--- src/rtl/chlcd_pkg.sv ---
// ----------------------------------------------------------------------------
// chlcd_pkg: shared types, constants and microcode for the LCD text engine
// Holds the control word layout, the program ROM, the command entry table
// and the constant tables for line bases, init bytes and powers of ten.
// ----------------------------------------------------------------------------
`default_nettype none

package chlcd_pkg;

    // command codes of an input transaction
    localparam logic [2:0] CMD_CHAR    = 3'd0;
    localparam logic [2:0] CMD_CURSOR  = 3'd1;
    localparam logic [2:0] CMD_CLEAR   = 3'd2;
    localparam logic [2:0] CMD_DECIMAL = 3'd3;
    localparam logic [2:0] CMD_HEX     = 3'd4;
    localparam logic [2:0] CMD_BINARY  = 3'd5;
    localparam logic [2:0] CMD_INIT    = 3'd6;

    // LCD bytes and settle waits
    localparam logic [7:0]  LCD_CLEAR   = 8'h01;
    localparam logic [7:0]  LCD_HOME    = 8'h02;
    localparam logic [11:0] WAIT_CHAR   = 12'd2400;
    localparam logic [11:0] WAIT_CURSOR = 12'd600;
    localparam logic [11:0] WAIT_CLEAR  = 12'd800;
    localparam logic [11:0] WAIT_INIT   = 12'd1800;
    localparam int          INIT_LEN    = 9;
    localparam int          DEC_DIGITS  = 10;

    // ASCII codes used by the number formatters
    localparam logic [7:0] ASCII_ZERO  = 8'h30;
    localparam logic [7:0] ASCII_ONE   = 8'h31;
    localparam logic [7:0] ASCII_ALPHA = 8'h37;  // 'A' - 10
    localparam logic [7:0] ASCII_MINUS = 8'h2D;
    localparam logic [7:0] ASCII_X     = 8'h78;
    localparam logic [7:0] ASCII_B     = 8'h62;

    // one LCD bus write
    typedef struct packed {
        logic        rs;
        logic [7:0]  bus_byte;
        logic [11:0] settle_wait;
        logic        last;
    } wr_t;

    // control word fields
    typedef enum logic [2:0] {
        BS_CHAR, BS_CURSOR, BS_CLEAR, BS_HOME, BS_INIT
    } bsel_t;

    typedef enum logic [1:0] {
        WS_CHAR, WS_CURSOR, WS_CLEAR, WS_INIT
    } wsel_t;

    typedef enum logic [1:0] {
        LS_ZERO, LS_ONE, LS_FINAL, LS_INIT
    } lsel_t;

    typedef enum logic [4:0] {
        A_NONE, A_FINAL_SET, A_SETPOS, A_HOMEPOS, A_DEC_SETUP, A_DIGIT,
        A_FINAL_DEC, A_STARTED, A_NEXT_DIGIT, A_LOAD_CNT, A_FINAL_CNT,
        A_SHL4, A_SHL1, A_INIT_SETUP, A_INC_CNT, A_NEXTROW, A_INCCOL
    } act_t;

    typedef enum logic [2:0] {
        CS_INPUT, CS_MINUS, CS_ZERO, CS_X, CS_B, CS_DEC, CS_HEX, CS_BIT
    } csel_t;

    typedef enum logic [2:0] {
        N_SEQ, N_JUMP, N_CALL, N_RET, N_DISPATCH, N_IDLE
    } nxt_t;

    typedef enum logic [2:0] {
        K_ALWAYS, K_NOT_FULL, K_NOT_LASTROW, K_POSITIVE, K_GE, K_SKIP,
        K_MORE, K_NOT_INIT_END
    } cond_t;

    localparam int PC_W = 6;

    typedef struct packed {
        logic            emit;
        logic            rs;
        bsel_t           bsel;
        wsel_t           wsel;
        lsel_t           lsel;
        act_t            act;
        csel_t           csel;
        nxt_t            nxt;
        cond_t           cond;
        logic [PC_W-1:0] target;
    } cw_t;

    // program labels
    localparam logic [PC_W-1:0] PC_IDLE       = 6'd0;
    localparam logic [PC_W-1:0] PC_CHAR       = 6'd1;
    localparam logic [PC_W-1:0] PC_CURSOR     = 6'd3;
    localparam logic [PC_W-1:0] PC_CLEAR      = 6'd4;
    localparam logic [PC_W-1:0] PC_DEC        = 6'd6;
    localparam logic [PC_W-1:0] PC_DEC_DIGIT  = 6'd8;
    localparam logic [PC_W-1:0] PC_DEC_NEXT   = 6'd11;
    localparam logic [PC_W-1:0] PC_HEX        = 6'd13;
    localparam logic [PC_W-1:0] PC_HEX_LOOP   = 6'd15;
    localparam logic [PC_W-1:0] PC_BIN        = 6'd19;
    localparam logic [PC_W-1:0] PC_BIN_LOOP   = 6'd21;
    localparam logic [PC_W-1:0] PC_INIT       = 6'd25;
    localparam logic [PC_W-1:0] PC_INIT_LOOP  = 6'd26;
    localparam logic [PC_W-1:0] PC_PUT        = 6'd28;
    localparam logic [PC_W-1:0] PC_PUT_CURSOR = 6'd32;
    localparam logic [PC_W-1:0] PC_PUT_CHAR   = 6'd33;

    // DDRAM address command for the start of each line
    function automatic logic [7:0] line_base(input logic [1:0] y);
        logic [7:0] b;
        case (y)
            2'd0:    b = 8'h80;
            2'd1:    b = 8'hC0;
            2'd2:    b = 8'h90;
            default: b = 8'hD0;
        endcase
        return b;
    endfunction

    // power-up command bytes
    function automatic logic [7:0] init_byte(input logic [3:0] idx);
        logic [7:0] b;
        case (idx)
            4'd0:    b = 8'h30;
            4'd1:    b = 8'h30;
            4'd2:    b = 8'h30;
            4'd3:    b = 8'h38;
            4'd4:    b = 8'h08;
            4'd5:    b = 8'h01;
            4'd6:    b = 8'h06;
            4'd7:    b = 8'h0C;
            default: b = 8'h80;
        endcase
        return b;
    endfunction

    // decimal place weights
    function automatic logic [31:0] pow10(input logic [3:0] idx);
        logic [31:0] p;
        case (idx)
            4'd0:    p = 32'd1;
            4'd1:    p = 32'd10;
            4'd2:    p = 32'd100;
            4'd3:    p = 32'd1000;
            4'd4:    p = 32'd10000;
            4'd5:    p = 32'd100000;
            4'd6:    p = 32'd1000000;
            4'd7:    p = 32'd10000000;
            4'd8:    p = 32'd100000000;
            default: p = 32'd1000000000;
        endcase
        return p;
    endfunction

    // first program step of each command
    function automatic logic [PC_W-1:0] entry_pc(input logic [2:0] cmd);
        logic [PC_W-1:0] pc;
        case (cmd)
            CMD_CHAR:    pc = PC_CHAR;
            CMD_CURSOR:  pc = PC_CURSOR;
            CMD_CLEAR:   pc = PC_CLEAR;
            CMD_DECIMAL: pc = PC_DEC;
            CMD_HEX:     pc = PC_HEX;
            CMD_BINARY:  pc = PC_BIN;
            CMD_INIT:    pc = PC_INIT;
            default:     pc = PC_IDLE;
        endcase
        return pc;
    endfunction

    // program ROM
    function automatic cw_t ucode(input logic [PC_W-1:0] pc);
        cw_t cw;
        cw.emit   = 1'b0;
        cw.rs     = 1'b0;
        cw.bsel   = BS_CHAR;
        cw.wsel   = WS_CHAR;
        cw.lsel   = LS_ZERO;
        cw.act    = A_NONE;
        cw.csel   = CS_INPUT;
        cw.nxt    = N_SEQ;
        cw.cond   = K_ALWAYS;
        cw.target = PC_IDLE;
        case (pc)
            // wait for a transaction and branch on its command
            PC_IDLE: begin
                cw.nxt = N_DISPATCH;
            end
            // single character
            PC_CHAR: begin
                cw.act = A_FINAL_SET; cw.nxt = N_CALL; cw.target = PC_PUT;
                cw.csel = CS_INPUT;
            end
            PC_CHAR + 6'd1: begin
                cw.nxt = N_IDLE;
            end
            // set cursor
            PC_CURSOR: begin
                cw.emit = 1'b1; cw.bsel = BS_CURSOR; cw.wsel = WS_CURSOR;
                cw.lsel = LS_ONE; cw.act = A_SETPOS; cw.nxt = N_IDLE;
            end
            // clear screen
            PC_CLEAR: begin
                cw.emit = 1'b1; cw.bsel = BS_CLEAR; cw.wsel = WS_CLEAR;
            end
            PC_CLEAR + 6'd1: begin
                cw.emit = 1'b1; cw.bsel = BS_HOME; cw.wsel = WS_CLEAR;
                cw.lsel = LS_ONE; cw.act = A_HOMEPOS; cw.nxt = N_IDLE;
            end
            // signed decimal
            PC_DEC: begin
                cw.act = A_DEC_SETUP; cw.nxt = N_JUMP; cw.cond = K_POSITIVE;
                cw.target = PC_DEC_DIGIT;
            end
            PC_DEC + 6'd1: begin
                cw.nxt = N_CALL; cw.target = PC_PUT; cw.csel = CS_MINUS;
            end
            PC_DEC_DIGIT: begin
                cw.act = A_DIGIT; cw.nxt = N_JUMP; cw.cond = K_GE;
                cw.target = PC_DEC_DIGIT;
            end
            PC_DEC_DIGIT + 6'd1: begin
                cw.act = A_FINAL_DEC; cw.nxt = N_JUMP; cw.cond = K_SKIP;
                cw.target = PC_DEC_NEXT;
            end
            PC_DEC_DIGIT + 6'd2: begin
                cw.act = A_STARTED; cw.nxt = N_CALL; cw.target = PC_PUT;
                cw.csel = CS_DEC;
            end
            PC_DEC_NEXT: begin
                cw.act = A_NEXT_DIGIT; cw.nxt = N_JUMP; cw.cond = K_MORE;
                cw.target = PC_DEC_DIGIT;
            end
            PC_DEC_NEXT + 6'd1: begin
                cw.nxt = N_IDLE;
            end
            // hex word with prefix
            PC_HEX: begin
                cw.act = A_LOAD_CNT; cw.nxt = N_CALL; cw.target = PC_PUT;
                cw.csel = CS_ZERO;
            end
            PC_HEX + 6'd1: begin
                cw.nxt = N_CALL; cw.target = PC_PUT; cw.csel = CS_X;
            end
            PC_HEX_LOOP: begin
                cw.act = A_FINAL_CNT;
            end
            PC_HEX_LOOP + 6'd1: begin
                cw.nxt = N_CALL; cw.target = PC_PUT; cw.csel = CS_HEX;
            end
            PC_HEX_LOOP + 6'd2: begin
                cw.act = A_SHL4; cw.nxt = N_JUMP; cw.cond = K_MORE;
                cw.target = PC_HEX_LOOP;
            end
            PC_HEX_LOOP + 6'd3: begin
                cw.nxt = N_IDLE;
            end
            // binary byte with prefix
            PC_BIN: begin
                cw.act = A_LOAD_CNT; cw.nxt = N_CALL; cw.target = PC_PUT;
                cw.csel = CS_ZERO;
            end
            PC_BIN + 6'd1: begin
                cw.nxt = N_CALL; cw.target = PC_PUT; cw.csel = CS_B;
            end
            PC_BIN_LOOP: begin
                cw.act = A_FINAL_CNT;
            end
            PC_BIN_LOOP + 6'd1: begin
                cw.nxt = N_CALL; cw.target = PC_PUT; cw.csel = CS_BIT;
            end
            PC_BIN_LOOP + 6'd2: begin
                cw.act = A_SHL1; cw.nxt = N_JUMP; cw.cond = K_MORE;
                cw.target = PC_BIN_LOOP;
            end
            PC_BIN_LOOP + 6'd3: begin
                cw.nxt = N_IDLE;
            end
            // power-up sequence
            PC_INIT: begin
                cw.act = A_INIT_SETUP;
            end
            PC_INIT_LOOP: begin
                cw.emit = 1'b1; cw.bsel = BS_INIT; cw.wsel = WS_INIT;
                cw.lsel = LS_INIT; cw.act = A_INC_CNT; cw.nxt = N_JUMP;
                cw.cond = K_NOT_INIT_END; cw.target = PC_INIT_LOOP;
            end
            PC_INIT_LOOP + 6'd1: begin
                cw.nxt = N_IDLE;
            end
            // put-character subroutine with line wrap
            PC_PUT: begin
                cw.nxt = N_JUMP; cw.cond = K_NOT_FULL; cw.target = PC_PUT_CHAR;
            end
            PC_PUT + 6'd1: begin
                cw.act = A_NEXTROW; cw.nxt = N_JUMP; cw.cond = K_NOT_LASTROW;
                cw.target = PC_PUT_CURSOR;
            end
            PC_PUT + 6'd2: begin
                cw.emit = 1'b1; cw.bsel = BS_CLEAR; cw.wsel = WS_CLEAR;
            end
            PC_PUT + 6'd3: begin
                cw.emit = 1'b1; cw.bsel = BS_HOME; cw.wsel = WS_CLEAR;
            end
            PC_PUT_CURSOR: begin
                cw.emit = 1'b1; cw.bsel = BS_CURSOR; cw.wsel = WS_CURSOR;
                cw.act = A_SETPOS;
            end
            PC_PUT_CHAR: begin
                cw.emit = 1'b1; cw.rs = 1'b1; cw.bsel = BS_CHAR;
                cw.wsel = WS_CHAR; cw.lsel = LS_FINAL; cw.act = A_INCCOL;
                cw.nxt = N_RET;
            end
            default: begin
                cw.nxt = N_IDLE;
            end
        endcase
        return cw;
    endfunction

endpackage

`default_nettype wire

--- src/rtl/char_lcd_text_engine.sv ---
// ----------------------------------------------------------------------------
// char_lcd_text_engine: text front end for a character LCD
// Microcoded sequencer that turns character, cursor, clear, number and
// init commands into LCD bus writes, tracking cursor column and row.
// ----------------------------------------------------------------------------
// A bus write is registered and presented in the cycle after its microcode step.
// Throughput: one control word per cycle; a write stalled by the sink holds its step,
//   and the dispatch step waits for a valid input. Decimal digits come from repeated
//   subtraction of the digit weights; a line wrap adds a cursor write, a screen wrap
//   a clear, a home and a cursor write.
// Reset: synchronous, active low; cursor homes and the result register empties.
`default_nettype none

module char_lcd_text_engine #(
    parameter int COLUMNS = 16,
    parameter int ROWS    = 4
) (
    input  wire logic               aclk,
    input  wire logic               aresetn,
    input  wire logic               s_valid,
    output logic                    s_ready,
    input  wire logic [2:0]         s_cmd,
    input  wire logic [7:0]         s_char_code,
    input  wire logic signed [31:0] s_value,
    input  wire logic [3:0]         s_column,
    input  wire logic [1:0]         s_row,
    output logic                    m_valid,
    input  wire logic               m_ready,
    output logic                    m_reg_select,
    output logic [7:0]              m_bus_byte,
    output logic [11:0]             m_settle_wait,
    output logic                    m_last
);

    localparam int CNT_W = $clog2(COLUMNS + 1);
    localparam int X_W   = $clog2(COLUMNS);
    localparam int PC_W  = chlcd_pkg::PC_W;

    localparam logic [CNT_W-1:0] COLS_C   = CNT_W'(COLUMNS);
    localparam logic [X_W-1:0]   X_MAX    = X_W'(COLUMNS - 1);
    localparam logic [1:0]       ROW_LAST = 2'(ROWS - 1);
    localparam logic [2:0]       ROWS_C   = 3'(ROWS);
    localparam logic [3:0]       INIT_END = 4'(chlcd_pkg::INIT_LEN - 1);
    localparam logic [3:0]       DIG_TOP  = 4'(chlcd_pkg::DEC_DIGITS - 1);

    // sequencer
    logic [PC_W-1:0] pc_reg, pc_next;
    logic [PC_W-1:0] ret_reg, ret_next;
    chlcd_pkg::cw_t  cw;
    logic            cond_true;
    logic            fire;
    logic            accept;

    // datapath
    logic [7:0]       char_reg, char_next;
    logic [31:0]      val_reg, val_next;
    logic [X_W-1:0]   x_reg, x_next;
    logic [1:0]       y_reg, y_next;
    logic [CNT_W-1:0] col_count_reg, col_count_next;
    logic [1:0]       row_reg, row_next;
    logic [3:0]       cnt_reg, cnt_next;
    logic [3:0]       digit_reg, digit_next;
    logic             started_reg, started_next;
    logic             final_reg, final_next;
    logic [7:0]       pch_reg, pch_next;

    logic [31:0]      weight;
    logic             ge;
    logic             line_full;
    logic [3:0]       nibble;
    logic [7:0]       csel_byte;
    logic [X_W-1:0]   x_sat;
    logic [1:0]       y_sat;

    // output side
    logic             out_free;
    logic             out_load;
    chlcd_pkg::wr_t   wr_req;

    assign cw = chlcd_pkg::ucode(pc_reg);

    // datapath status
    assign weight    = chlcd_pkg::pow10(cnt_reg);
    assign ge        = val_reg >= weight;
    assign line_full = col_count_reg >= COLS_C;
    assign nibble    = val_reg[31:28];

    // saturate cursor target at accept
    assign x_sat = (CNT_W'(s_column) >= COLS_C) ? X_MAX : X_W'(s_column);
    assign y_sat = ({1'b0, s_row} >= ROWS_C) ? ROW_LAST : s_row;

    // jump condition
    always_comb begin
        case (cw.cond)
            chlcd_pkg::K_ALWAYS:       cond_true = 1'b1;
            chlcd_pkg::K_NOT_FULL:     cond_true = !line_full;
            chlcd_pkg::K_NOT_LASTROW:  cond_true = row_reg != ROW_LAST;
            chlcd_pkg::K_POSITIVE:     cond_true = !val_reg[31];
            chlcd_pkg::K_GE:           cond_true = ge;
            chlcd_pkg::K_SKIP:         cond_true = (digit_reg == 4'd0) && !started_reg &&
                                                   (cnt_reg != 4'd0);
            chlcd_pkg::K_MORE:         cond_true = cnt_reg != 4'd0;
            chlcd_pkg::K_NOT_INIT_END: cond_true = cnt_reg != INIT_END;
            default:                   cond_true = 1'b0;
        endcase
    end

    // step handshake: hold on a full result register or an empty input
    assign s_ready  = cw.nxt == chlcd_pkg::N_DISPATCH;
    assign accept   = s_valid && s_ready;
    assign fire     = !(cw.emit && !out_free) && !(s_ready && !s_valid);
    assign out_load = fire && cw.emit;

    // next step
    always_comb begin
        pc_next  = pc_reg;
        ret_next = ret_reg;
        if (fire) begin
            case (cw.nxt)
                chlcd_pkg::N_SEQ:      pc_next = pc_reg + 1'b1;
                chlcd_pkg::N_JUMP:     pc_next = cond_true ? cw.target : pc_reg + 1'b1;
                chlcd_pkg::N_CALL: begin
                    pc_next  = cw.target;
                    ret_next = pc_reg + 1'b1;
                end
                chlcd_pkg::N_RET:      pc_next = ret_reg;
                chlcd_pkg::N_DISPATCH: pc_next = chlcd_pkg::entry_pc(s_cmd);
                chlcd_pkg::N_IDLE:     pc_next = chlcd_pkg::PC_IDLE;
                default:               pc_next = chlcd_pkg::PC_IDLE;
            endcase
        end
    end

    // character loaded for the put subroutine
    always_comb begin
        case (cw.csel)
            chlcd_pkg::CS_INPUT: csel_byte = char_reg;
            chlcd_pkg::CS_MINUS: csel_byte = chlcd_pkg::ASCII_MINUS;
            chlcd_pkg::CS_ZERO:  csel_byte = chlcd_pkg::ASCII_ZERO;
            chlcd_pkg::CS_X:     csel_byte = chlcd_pkg::ASCII_X;
            chlcd_pkg::CS_B:     csel_byte = chlcd_pkg::ASCII_B;
            chlcd_pkg::CS_DEC:   csel_byte = chlcd_pkg::ASCII_ZERO + {4'd0, digit_reg};
            chlcd_pkg::CS_HEX:   csel_byte = (nibble < 4'd10) ?
                                             chlcd_pkg::ASCII_ZERO + {4'd0, nibble} :
                                             chlcd_pkg::ASCII_ALPHA + {4'd0, nibble};
            chlcd_pkg::CS_BIT:   csel_byte = val_reg[7] ? chlcd_pkg::ASCII_ONE :
                                                          chlcd_pkg::ASCII_ZERO;
            default:             csel_byte = char_reg;
        endcase
    end

    // datapath actions
    always_comb begin
        char_next      = char_reg;
        val_next       = val_reg;
        x_next         = x_reg;
        y_next         = y_reg;
        col_count_next = col_count_reg;
        row_next       = row_reg;
        cnt_next       = cnt_reg;
        digit_next     = digit_reg;
        started_next   = started_reg;
        final_next     = final_reg;
        pch_next       = pch_reg;
        if (accept) begin
            char_next = s_char_code;
            val_next  = s_value;
            x_next    = x_sat;
            y_next    = y_sat;
        end
        if (fire) begin
            if (cw.nxt == chlcd_pkg::N_CALL) begin
                pch_next = csel_byte;
            end
            case (cw.act)
                chlcd_pkg::A_NONE: begin
                end
                chlcd_pkg::A_FINAL_SET: final_next = 1'b1;
                chlcd_pkg::A_SETPOS: begin
                    col_count_next = CNT_W'(x_reg);
                    row_next       = y_reg;
                end
                chlcd_pkg::A_HOMEPOS: begin
                    col_count_next = '0;
                    row_next       = 2'd0;
                end
                chlcd_pkg::A_DEC_SETUP: begin
                    val_next     = val_reg[31] ? (~val_reg + 32'd1) : val_reg;
                    cnt_next     = DIG_TOP;
                    digit_next   = 4'd0;
                    started_next = 1'b0;
                    final_next   = 1'b0;
                end
                chlcd_pkg::A_DIGIT: begin
                    if (ge) begin
                        val_next   = val_reg - weight;
                        digit_next = digit_reg + 4'd1;
                    end
                end
                chlcd_pkg::A_FINAL_DEC: final_next = cnt_reg == 4'd0;
                chlcd_pkg::A_STARTED:   started_next = 1'b1;
                chlcd_pkg::A_NEXT_DIGIT: begin
                    cnt_next   = cnt_reg - 4'd1;
                    digit_next = 4'd0;
                end
                chlcd_pkg::A_LOAD_CNT: begin
                    cnt_next   = 4'd7;
                    final_next = 1'b0;
                end
                chlcd_pkg::A_FINAL_CNT: final_next = cnt_reg == 4'd0;
                chlcd_pkg::A_SHL4: begin
                    val_next = {val_reg[27:0], 4'd0};
                    cnt_next = cnt_reg - 4'd1;
                end
                chlcd_pkg::A_SHL1: begin
                    val_next = {val_reg[30:0], 1'b0};
                    cnt_next = cnt_reg - 4'd1;
                end
                chlcd_pkg::A_INIT_SETUP: begin
                    cnt_next       = 4'd0;
                    col_count_next = '0;
                    row_next       = 2'd0;
                end
                chlcd_pkg::A_INC_CNT: cnt_next = cnt_reg + 4'd1;
                chlcd_pkg::A_NEXTROW: begin
                    y_next = (row_reg == ROW_LAST) ? 2'd0 : row_reg + 2'd1;
                    x_next = '0;
                end
                chlcd_pkg::A_INCCOL: col_count_next = col_count_reg + 1'b1;
                default: begin
                end
            endcase
        end
    end

    // bus write assembly
    always_comb begin
        wr_req.rs = cw.rs;
        case (cw.bsel)
            chlcd_pkg::BS_CHAR:   wr_req.bus_byte = pch_reg;
            chlcd_pkg::BS_CURSOR: wr_req.bus_byte = chlcd_pkg::line_base(y_reg) + 8'(x_reg);
            chlcd_pkg::BS_CLEAR:  wr_req.bus_byte = chlcd_pkg::LCD_CLEAR;
            chlcd_pkg::BS_HOME:   wr_req.bus_byte = chlcd_pkg::LCD_HOME;
            chlcd_pkg::BS_INIT:   wr_req.bus_byte = chlcd_pkg::init_byte(cnt_reg);
            default:              wr_req.bus_byte = pch_reg;
        endcase
        case (cw.wsel)
            chlcd_pkg::WS_CHAR:   wr_req.settle_wait = chlcd_pkg::WAIT_CHAR;
            chlcd_pkg::WS_CURSOR: wr_req.settle_wait = chlcd_pkg::WAIT_CURSOR;
            chlcd_pkg::WS_CLEAR:  wr_req.settle_wait = chlcd_pkg::WAIT_CLEAR;
            chlcd_pkg::WS_INIT:   wr_req.settle_wait = chlcd_pkg::WAIT_INIT;
            default:              wr_req.settle_wait = chlcd_pkg::WAIT_CHAR;
        endcase
        case (cw.lsel)
            chlcd_pkg::LS_ZERO:  wr_req.last = 1'b0;
            chlcd_pkg::LS_ONE:   wr_req.last = 1'b1;
            chlcd_pkg::LS_FINAL: wr_req.last = final_reg;
            chlcd_pkg::LS_INIT:  wr_req.last = cnt_reg == INIT_END;
            default:             wr_req.last = 1'b0;
        endcase
    end

    // control registers
    always_ff @(posedge aclk) begin
        if (!aresetn) begin
            pc_reg        <= chlcd_pkg::PC_IDLE;
            ret_reg       <= chlcd_pkg::PC_IDLE;
            col_count_reg <= '0;
            row_reg       <= 2'd0;
            digit_reg     <= 4'd0;
        end else begin
            pc_reg        <= pc_next;
            ret_reg       <= ret_next;
            col_count_reg <= col_count_next;
            row_reg       <= row_next;
            digit_reg     <= digit_next;
        end
    end

    // working registers
    always_ff @(posedge aclk) begin
        char_reg    <= char_next;
        val_reg     <= val_next;
        x_reg       <= x_next;
        y_reg       <= y_next;
        cnt_reg     <= cnt_next;
        started_reg <= started_next;
        final_reg   <= final_next;
        pch_reg     <= pch_next;
    end

    chlcd_out_stage u_out (
        .aclk          (aclk),
        .aresetn       (aresetn),
        .load          (out_load),
        .req           (wr_req),
        .free          (out_free),
        .m_valid       (m_valid),
        .m_ready       (m_ready),
        .m_reg_select  (m_reg_select),
        .m_bus_byte    (m_bus_byte),
        .m_settle_wait (m_settle_wait),
        .m_last        (m_last)
    );

    // checks
    a_col_range: assert property (@(posedge aclk) disable iff (!aresetn)
        col_count_reg <= COLS_C)
        else $error("column count beyond line length");

    a_row_range: assert property (@(posedge aclk) disable iff (!aresetn)
        {1'b0, row_reg} < ROWS_C)
        else $error("row index beyond last row");

    a_char_fits: assert property (@(posedge aclk) disable iff (!aresetn)
        (out_load && wr_req.rs) |-> (col_count_reg < COLS_C))
        else $error("character written on a full line");

    a_digit_range: assert property (@(posedge aclk) disable iff (!aresetn)
        (pc_reg != chlcd_pkg::PC_IDLE) |-> (digit_reg <= 4'd9))
        else $error("decimal digit out of range");

endmodule

`default_nettype wire

--- src/rtl/chlcd_out_stage.sv ---
// ----------------------------------------------------------------------------
// chlcd_out_stage: result register of the LCD text engine
// Holds one bus write until the sink takes it; frees in the same cycle
// that the held transaction is taken.
// ----------------------------------------------------------------------------
`default_nettype none

module chlcd_out_stage (
    input  wire logic             aclk,
    input  wire logic             aresetn,
    input  wire logic             load,
    input  wire chlcd_pkg::wr_t   req,
    output logic                  free,
    output logic                  m_valid,
    input  wire logic             m_ready,
    output logic                  m_reg_select,
    output logic [7:0]            m_bus_byte,
    output logic [11:0]           m_settle_wait,
    output logic                  m_last
);

    logic           valid_reg;
    logic           valid_next;
    chlcd_pkg::wr_t data_reg;

    assign free = !valid_reg || m_ready;

    // occupancy
    always_comb begin
        valid_next = valid_reg;
        if (load) begin
            valid_next = 1'b1;
        end else if (m_ready) begin
            valid_next = 1'b0;
        end
    end

    always_ff @(posedge aclk) begin
        if (!aresetn) begin
            valid_reg <= 1'b0;
        end else begin
            valid_reg <= valid_next;
        end
    end

    // payload
    always_ff @(posedge aclk) begin
        if (load) begin
            data_reg <= req;
        end
    end

    assign m_valid       = valid_reg;
    assign m_reg_select  = data_reg.rs;
    assign m_bus_byte    = data_reg.bus_byte;
    assign m_settle_wait = data_reg.settle_wait;
    assign m_last        = data_reg.last;

endmodule

`default_nettype wire
--- config.mk ---
export PLATFORM = sky130hd
export DESIGN_NAME = char_lcd_text_engine
export DESIGN_NICKNAME = d
export VERILOG_FILES = /design/src/rtl/chlcd_pkg.sv /design/src/rtl/char_lcd_text_engine.sv /design/src/rtl/chlcd_out_stage.sv
export SDC_FILE = /design/constraint.sdc
export NUM_CORES = 1
export LEC_CHECK = 0
export BUFFER_PORTS_ARGS = -buffer_cell sky130_fd_sc_hd__buf_2
export CORE_UTILIZATION = 40
export CTS_BUF_LIST = sky130_fd_sc_hd__clkbuf_4 sky130_fd_sc_hd__clkbuf_8 sky130_fd_sc_hd__clkbuf_16
export DETAILED_ROUTE_END_ITERATION = 10
export GPL_TIMING_DRIVEN = 0
export PLACE_DENSITY = 0.66
export SYNTH_ARGS = -nofsm -noshare
export SYNTH_HDL_FRONTEND = slang
export SYNTH_SLANG_ARGS = --single-unit
--- constraint.sdc ---
create_clock -name aclk -period 4 [get_ports aclk]
set_clock_uncertainty 0.15 [all_clocks]
set_input_delay 0.2 -clock aclk [delete_from_list [all_inputs] [get_ports aclk]]
set_output_delay 0.2 -clock aclk [all_outputs]
set_load 0.02 [all_outputs]
# ---- Word-level counts from Yosys, hierarchy flattened
# Memories as Yosys holds them, arrays and structs flattened. A register that Yosys moved wholly into a read port is not among the register bits.
# Cells that the tools add are included.
dict set report op_classes {
  magnitude_cmp 3
  n_bitwise 1
  reduce_logical 58
  eq_ne 86
  addsub 12
  muxes 45
}
# operator n
set ops {}
lappend ops {{32-bit two-way mux} 4}
lappend ops {{32-bit one-hot mux with 4 select lines} 1}
lappend ops {{5-bit one-hot mux with 16 select lines} 1}
lappend ops {{6-bit by 5-bit == test with 1-bit output, second input constant} 13}
lappend ops {{8-bit one-hot mux with 8 select lines} 1}
lappend ops {{12-bit one-hot mux with 4 select lines} 1}
lappend ops {{6-bit one-hot mux with 8 select lines} 1}
lappend ops {{6-bit by 4-bit == test with 1-bit output, second input constant} 7}
lappend ops {{3-bit one-hot mux with 7 select lines} 2}
lappend ops {{5-bit by 4-bit == test with 1-bit output, second input constant} 8}
lappend ops {{3-bit == test, second input constant} 13}
lappend ops {{5-bit one-hot mux with 7 select lines} 1}
lappend ops {{32-bit by 1-bit adder with 32-bit output, second input constant} 1}
lappend ops {{32-bit greater-or-equal comparator} 1}
lappend ops {{32-bit NOT} 1}
lappend ops {{8-bit one-hot mux with 4 select lines} 1}
lappend ops {{32-bit subtractor} 1}
lappend ops {{3-bit by 2-bit == test with 1-bit output, second input constant} 10}
lappend ops {{6-bit one-hot mux with 5 select lines} 1}
lappend ops {{6-bit by 3-bit == test with 1-bit output, second input constant} 4}
lappend ops {{6-bit by 4-bit adder with 7-bit output, first input constant} 3}
lappend ops {{7-bit one-hot mux with 3 select lines} 1}
lappend ops {{5-bit by 3-bit == test with 1-bit output, second input constant} 4}
lappend ops {{4-bit two-way mux} 5}
lappend ops {{56 further kinds} 119}
dict set report totals {
  out_inout_bits 24
  inputBits 53
  wordCells 226
  mem_count 2
  mem_bits_ro 528
  reg_bits 106
}
# name depth width rd rd_ports_with_merged_regs wr line
set memory_table {}
lappend memory_table {{(name not given)} 16 30 1 1 0 chlcd_pkg.sv:142} ;# case (idx)
lappend memory_table {{(name not given)} 8 6 1 1 0 chlcd_pkg.sv:125} ;# case (idx)

# ---- Longest topological paths before layout
dict set report logic_depth {
  word_depth 9
  ltp_mapped 20
}

# ---- By module
# A second synthesis with hierarchy kept.
dict set report hier_totals {
  hier_cells 1185
  hier_area_um2 10249.8
}
# module seq_area_each_um2 cells_per_inst area_per_inst_um2 n_inst
set modules_own_cells {}
lappend modules_own_cells {char_lcd_text_engine 2752.6 1159 9540.4 1}
lappend modules_own_cells {chlcd_out_stage 680.7 26 709.4 1}

# ---- Worst setup path before layout
# No wires, ideal clock.
dict set report synth_timing {
  path_type {register to register}
  start {register pc_reg[0]}
  end {register weight[16] (netlist name)}
  synth_period_minus_slack_ns 3.932
  n_path_buf 2
  path_slack_ns 0.068
  stages_incl_launch_ff 21
  required_ns 3.780
  arrival_time_ns 3.712
  setup_time_ns 0.070
  cell_sequence {dfxtp_1 inv_1 ha_1 clkbuf_1 or2_2 a32o_1 nand2b_1 buf_2 a21oi_1 nand2_1 ha_1 a21o_1 a21oi_1 xnor2_1 o22ai_1 o21ai_0 a21oi_1 mux2i_4 inv_2 nor2_1 o2bb2ai_1}
}
dict set report synth_via {
  elab_chain_cells 9
  elab_cells_between_ends 57
  cone_classes {eq/ne: 36; mux: 5; reduce/logical: 16}
}
# element line
set synth_lines {}
lappend synth_lines {{start: declaration} char_lcd_text_engine.sv:47} ;# logic [PC_W-1:0] pc_reg, pc_next;
lappend synth_lines {{start signal: assignment} char_lcd_text_engine.sv:266} ;# pc_reg <= chlcd_pkg::PC_IDLE;
lappend synth_lines {{start signal: assignment} char_lcd_text_engine.sv:272} ;# pc_reg <= pc_next;
lappend synth_lines {{parallel branches: the longest is 8 deep, another holds 5-bit one-hot mux with 16 select lines} --}
lappend synth_lines {{4-bit two-way mux (no line) (*)} --}
# Every way passes the cells marked *.
# A chain may end at the register's enable or synchronous reset.

# ---- Final worst setup path
dict set report layout_timing {
  start {register val_reg[0]}
  end {register val_reg[26], data pin}
}
dict set report layout_via {
  elab_chain_cells 5
  elab_cells_between_ends 8
  cone_classes {add/sub: 2; order compare: 1; mux: 4; bitwise: 1}
}
# element line
set layout_lines {}
lappend layout_lines {{start: declaration} char_lcd_text_engine.sv:56} ;# logic [31:0] val_reg, val_next;
lappend layout_lines {{start signal: assignment} char_lcd_text_engine.sv:283} ;# val_reg <= val_next;
lappend layout_lines {{32-bit NOT} char_lcd_text_engine.sv:188} ;# val_next = val_reg[31] ? (~val_reg + 32'd1) : val_reg;
lappend layout_lines {{32-bit by 1-bit adder with 32-bit output} char_lcd_text_engine.sv:188}
lappend layout_lines {{32-bit two-way mux} char_lcd_text_engine.sv:188}
lappend layout_lines {{32-bit one-hot mux with 4 select lines (*)} char_lcd_text_engine.sv:175} ;# case (cw.act)
lappend layout_lines {{32-bit two-way mux (*)} char_lcd_text_engine.sv:171} ;# if (fire) begin
lappend layout_lines {{via val_next[26]} char_lcd_text_engine.sv:56}
# The timed path passes the listed nets; every way through them passes the cells marked *. The select of a mux whose other input is x is not followed.

==> impl.org <==
** Outcome
- Result of the run :: finished, violations left
- Violated checks :: negative hold slack

** Floorplanning
- Die X-Extent :: 161.1 um
- Chip Height :: 161.1 um
- Core region area :: 0.02460 mm^2
- In this run the core area contains between 50 and 60 standard-cell rows.
- The floorplan step defined a die boundary enclosing 0.02596 mm^2.
- # IOs :: 77
- Starting Density :: roughly 41%

** Worst setup path
- Kind of launch point of the worst setup path :: register
- Startpoint-to-endpoint class of the critical path :: register to register
- Worst endpoint required time :: between 4 and 5 ns
- Arrival @ worst endpoint :: a little under 4 ns
- Along the worst path, the maximum fanout reaches 5.
- Worst reg-to-reg path cell count :: 14
- Category of the worst setup path capture point :: register

** Clock network
- Clock Latency Late Sink :: roughly 0.44 ns
- TritonCTS built the clock tree.
- Clock-pin slew was measured on the worst setup and hold paths at 0.07 ns.
- Inserted Clock Buffers :: 17
- Counting along the longest clock path gives a buffer depth of 2.
- The root buffer cell chosen for the clock tree is clkbuf_16.
- H-tree level count :: 4
- Counting every sink on the clock net gives 130.

** Synthesis
- Synthesis produced a netlist whose cell count is around 1200.
- Seq cells post-synth :: between 100 and 150
- Area fraction of the dominant cell type after synthesis :: between 20% and 30%
- Number of enable flip-flop cells after synthesis :: 71
- After synthesis, the share of flip-flops with an asynchronous set or reset is 0%.
- Cell type contributing the most total cell area after synthesis :: edfxtp_1
- The cell area that synthesis handed to floorplanning was 0.01013 mm^2.
- The netlist uses 100 different library cells.
- During synthesis, Yosys emitted a total of 0 warnings.
- Average size of a mapped cell :: between 8 and 9 um^2
- Flip-flop cell with the highest count after synthesis :: edfxtp_1
- Cell types occupying the most area after synthesis :: edfxtp_1 21%, dfxtp_1 12%, ha_1 5.8%
- Sequential cells were found to cover approximately a third of the synthesized design area.

** Detailed routing
- Vias after detailed routing :: 9920
- The first TritonRoute pass finished after 7 iterations.
- Detail-routed net length per standard cell :: about 20 um
- Average vias per placed instance :: approximately 6
- The routed design has ~33 mm of wire.
- Iter 0 DRT Violations :: between 1000 and 1500
- In the routed design, unresolved DRC markers number 0.
- In this run the remaining antenna-violating nets after routing total 0.

** GRT
- Overflow after GRT :: 0
- Entering global routing, the biggest net connects 32 pins.
- The number of global-route vias before repair is 9522.
- Global routing used roughly a quarter of the available tracks across all layers.
- The number of antenna violations at the first check in global routing came to 0.
- The first global-routing pass estimated 51.97 mm of wire.

** STA
- For the pin with the worst max-slew slack, the measured transition is 0.9025 ns.
- Max_slew headroom :: 39.37%
- Based on the critical path, the design can be clocked at up to between 200 and 300 MHz.
- Setup TNS :: 0 ns
- Time the final worst path needs with I/O delays and setup :: 3.879 ns
- RSZ-0062 raised after global routing :: true
- Final hold analysis gives a worst-case slack of -0.006059 ns.
- Setup slack closes at between 0.1 and 0.15 ns.
- The max-slew violation count was 0.
- Setup violations remaining at the end of the flow were counted as 0.
- The worst path uses 96.98% of the clock period.
- The count of endpoints failing hold in the final timing report is 1.

** Finish
- The area growth from synthesis to layout is 20.41%.
- After filler insertion, the fill cell instance count of the layout stands at around 2300.
- The final layout contains about 1400 nets.
- The register with the most flip-flops in the layout has 32 of them.
- Layout cells sized above 1 :: between 10% and 20%
- Ant. Diodes :: 0
- The finished layout holds 1645 standard cells, fillers aside.
- Final Util :: roughly 50%
- The multi-input combinational cells in the finished layout cover a total of ~0.0065 mm^2.
- Summing all flip-flop and latch instances after layout gives 0.003321 mm^2.

** Place
- Number of placed instances with taps included :: roughly 1600
- Input and output buffers added on the ports amount to between 70 and 80.
- At the end of routability-driven placement, the weighted congestion stood at roughly 0.99.
- Before CTS, the worst setup slack after placement is -0.6740 ns.
- Placed wire-length estimate :: 24.66 mm

** Pwr
- Total power density per cell area :: about 770 mW/mm^2
- VDD sags by at most about 0.41 mV.
- Leak Pwr :: approximately 0.0047 uW

** Worst hold path
- The min-delay analysis places its worst path in the category input pin to register.
- The worst hold path was traced through 3 stages.

** Flow run
- Across the run, the number of max-cap violations was 0.
-- path summary, 6_finish.rpt --
check / startpoint / endpoint / slack (ns)
worst max-delay path: val_reg[0]$_DFFE_PP_ / val_reg[26]$_DFFE_PP_ / 0.12
worst min-delay path: s_value[30] / val_reg[30]$_DFFE_PP_ / -0.006
worst max register to register: val_reg[0]$_DFFE_PP_ / val_reg[26]$_DFFE_PP_ / 0.12
worst min register to register: row_reg[1]$_SDFFE_PN0P_ / row_reg[1]$_SDFFE_PN0P_ / 0.31
-- cell usage in the layout, fill, tap and decap left out, drive strengths merged, types with 29 or more instances in the layout --
cell,count
nor3,33
o21ai,73
nor2,105
inv,65
dfxtp,59
ha,47
buf,133
clkbuf,50
o22ai,29
mux2i,44
nand2,111
edfxtp,71
a21oi,71
a221oi,29
xor2,30
-- cell families (layout without fill, tap and decap cells) --
logic type,after synthesis,after routing,synth area share [%]
AOI/OAI and AO/OA,361,361,25.43
other,1,4,0.03702
DFF,130,130,32.71
muxes,47,47,4.916
xor gates and xnor gates,57,57,4.928
and+or+nand+nor,393,393,19.55
buffers and inverters,134,280,6.225
adders and majority gates,49,49,6.201
-- cell usage after synthesis (5+ instances only) --
master	instances
nand2_1	109
nor2_1	102
edfxtp_1	71
a21oi_1	67
o21ai_0	63
dfxtp_1	59
inv_1	56
ha_1	47
mux2i_1	42
clkbuf_1	31
nor3_1	30
xor2_1	30
o22ai_1	29
a221oi_1	28
xnor2_1	27
nand3_1	24
nand2b_1	22
a211oi_1	17
buf_2	17
a21o_1	15
a31oi_1	15
nand4_1	15
and2_1	13
and3_1	13
o21a_1	11
buf_4	10
buf_6	9
nand3b_1	9
a22oi_1	8
nor4_1	8
o21ai_1	8
o22a_1	8
or3_1	8
a221o_1	7
a222oi_1	6
o211ai_1	6
o21bai_1	6
a22o_1	5
a2bb2oi_1	5
inv_2	5
nor2b_1	5
o221ai_1	5
-- repair_timing --
| action | in CTS | in global routing |
|---|---|---|
| endpoints found under the hold margin | 26 | 0 |
| gates cloned | 0 | 1 |
| buffers inserted | 10 | 10 |
| pin swaps | 5 | 15 |
| resized for setup | 41 | 50 |
| hold buffers | 22 | 0 |
| endpoints found under the setup margin | 119 | 90 |
-- critical path: stages, from the launching register on --
cell and delay, ns:
edfxtp_1 0.45, inv_1 0.16, ha_1 0.19, inv_1 0.06, fa_1 0.44, a211oi_2 0.28, o211ai_1 0.20, nand4_1 0.17
nand4_1 0.21, a211oi_4 0.26, buf_4 0.18, or3_1 0.19, nor4_1 0.07, a311o_1 0.32, or3_1 0.30
-- power by group --
part	internal, uW	switching, uW	total [uW]
Sequential	1930	444	2380
Clock	843	671	1510
Combinational	2130	3340	5470
-- metal layers --
metal	wire [um]	track usage (%)	vias to the layer above
li1	-	-	4684
met1	13720	32.55	4693
met2	15690	42.69	450
met3	2321	3.749	93
met4	1548	12.52	0
met5	0	0	-
-- stage by stage --
step                total power [uW]  cell area (um^2)  hold WS [ns]
finish                          9362             12200     -0.006059
global route                    9921             12200       0.02026
CTS                             9068             11940    0.00008193
detailed placement              7387             10910        0.2285
global placement                7375             10910        0.2270
floorplan                       5964             10140        0.1489
-- cell type report --
class                           count  share of cell area [%]
Tap cell                          324                   3.324
Clock buffer                       19                   3.755
Sequential cell                   130                   27.23
Buffer                             71                   3.703
Inverter                           62                   1.949
Clock inverter                     13                  0.8309
Multi-Input combinational cell    911                   53.06
Timing Repair Buffer              115                   6.155
Note: power is estimated with default switching activity, not from simulation.
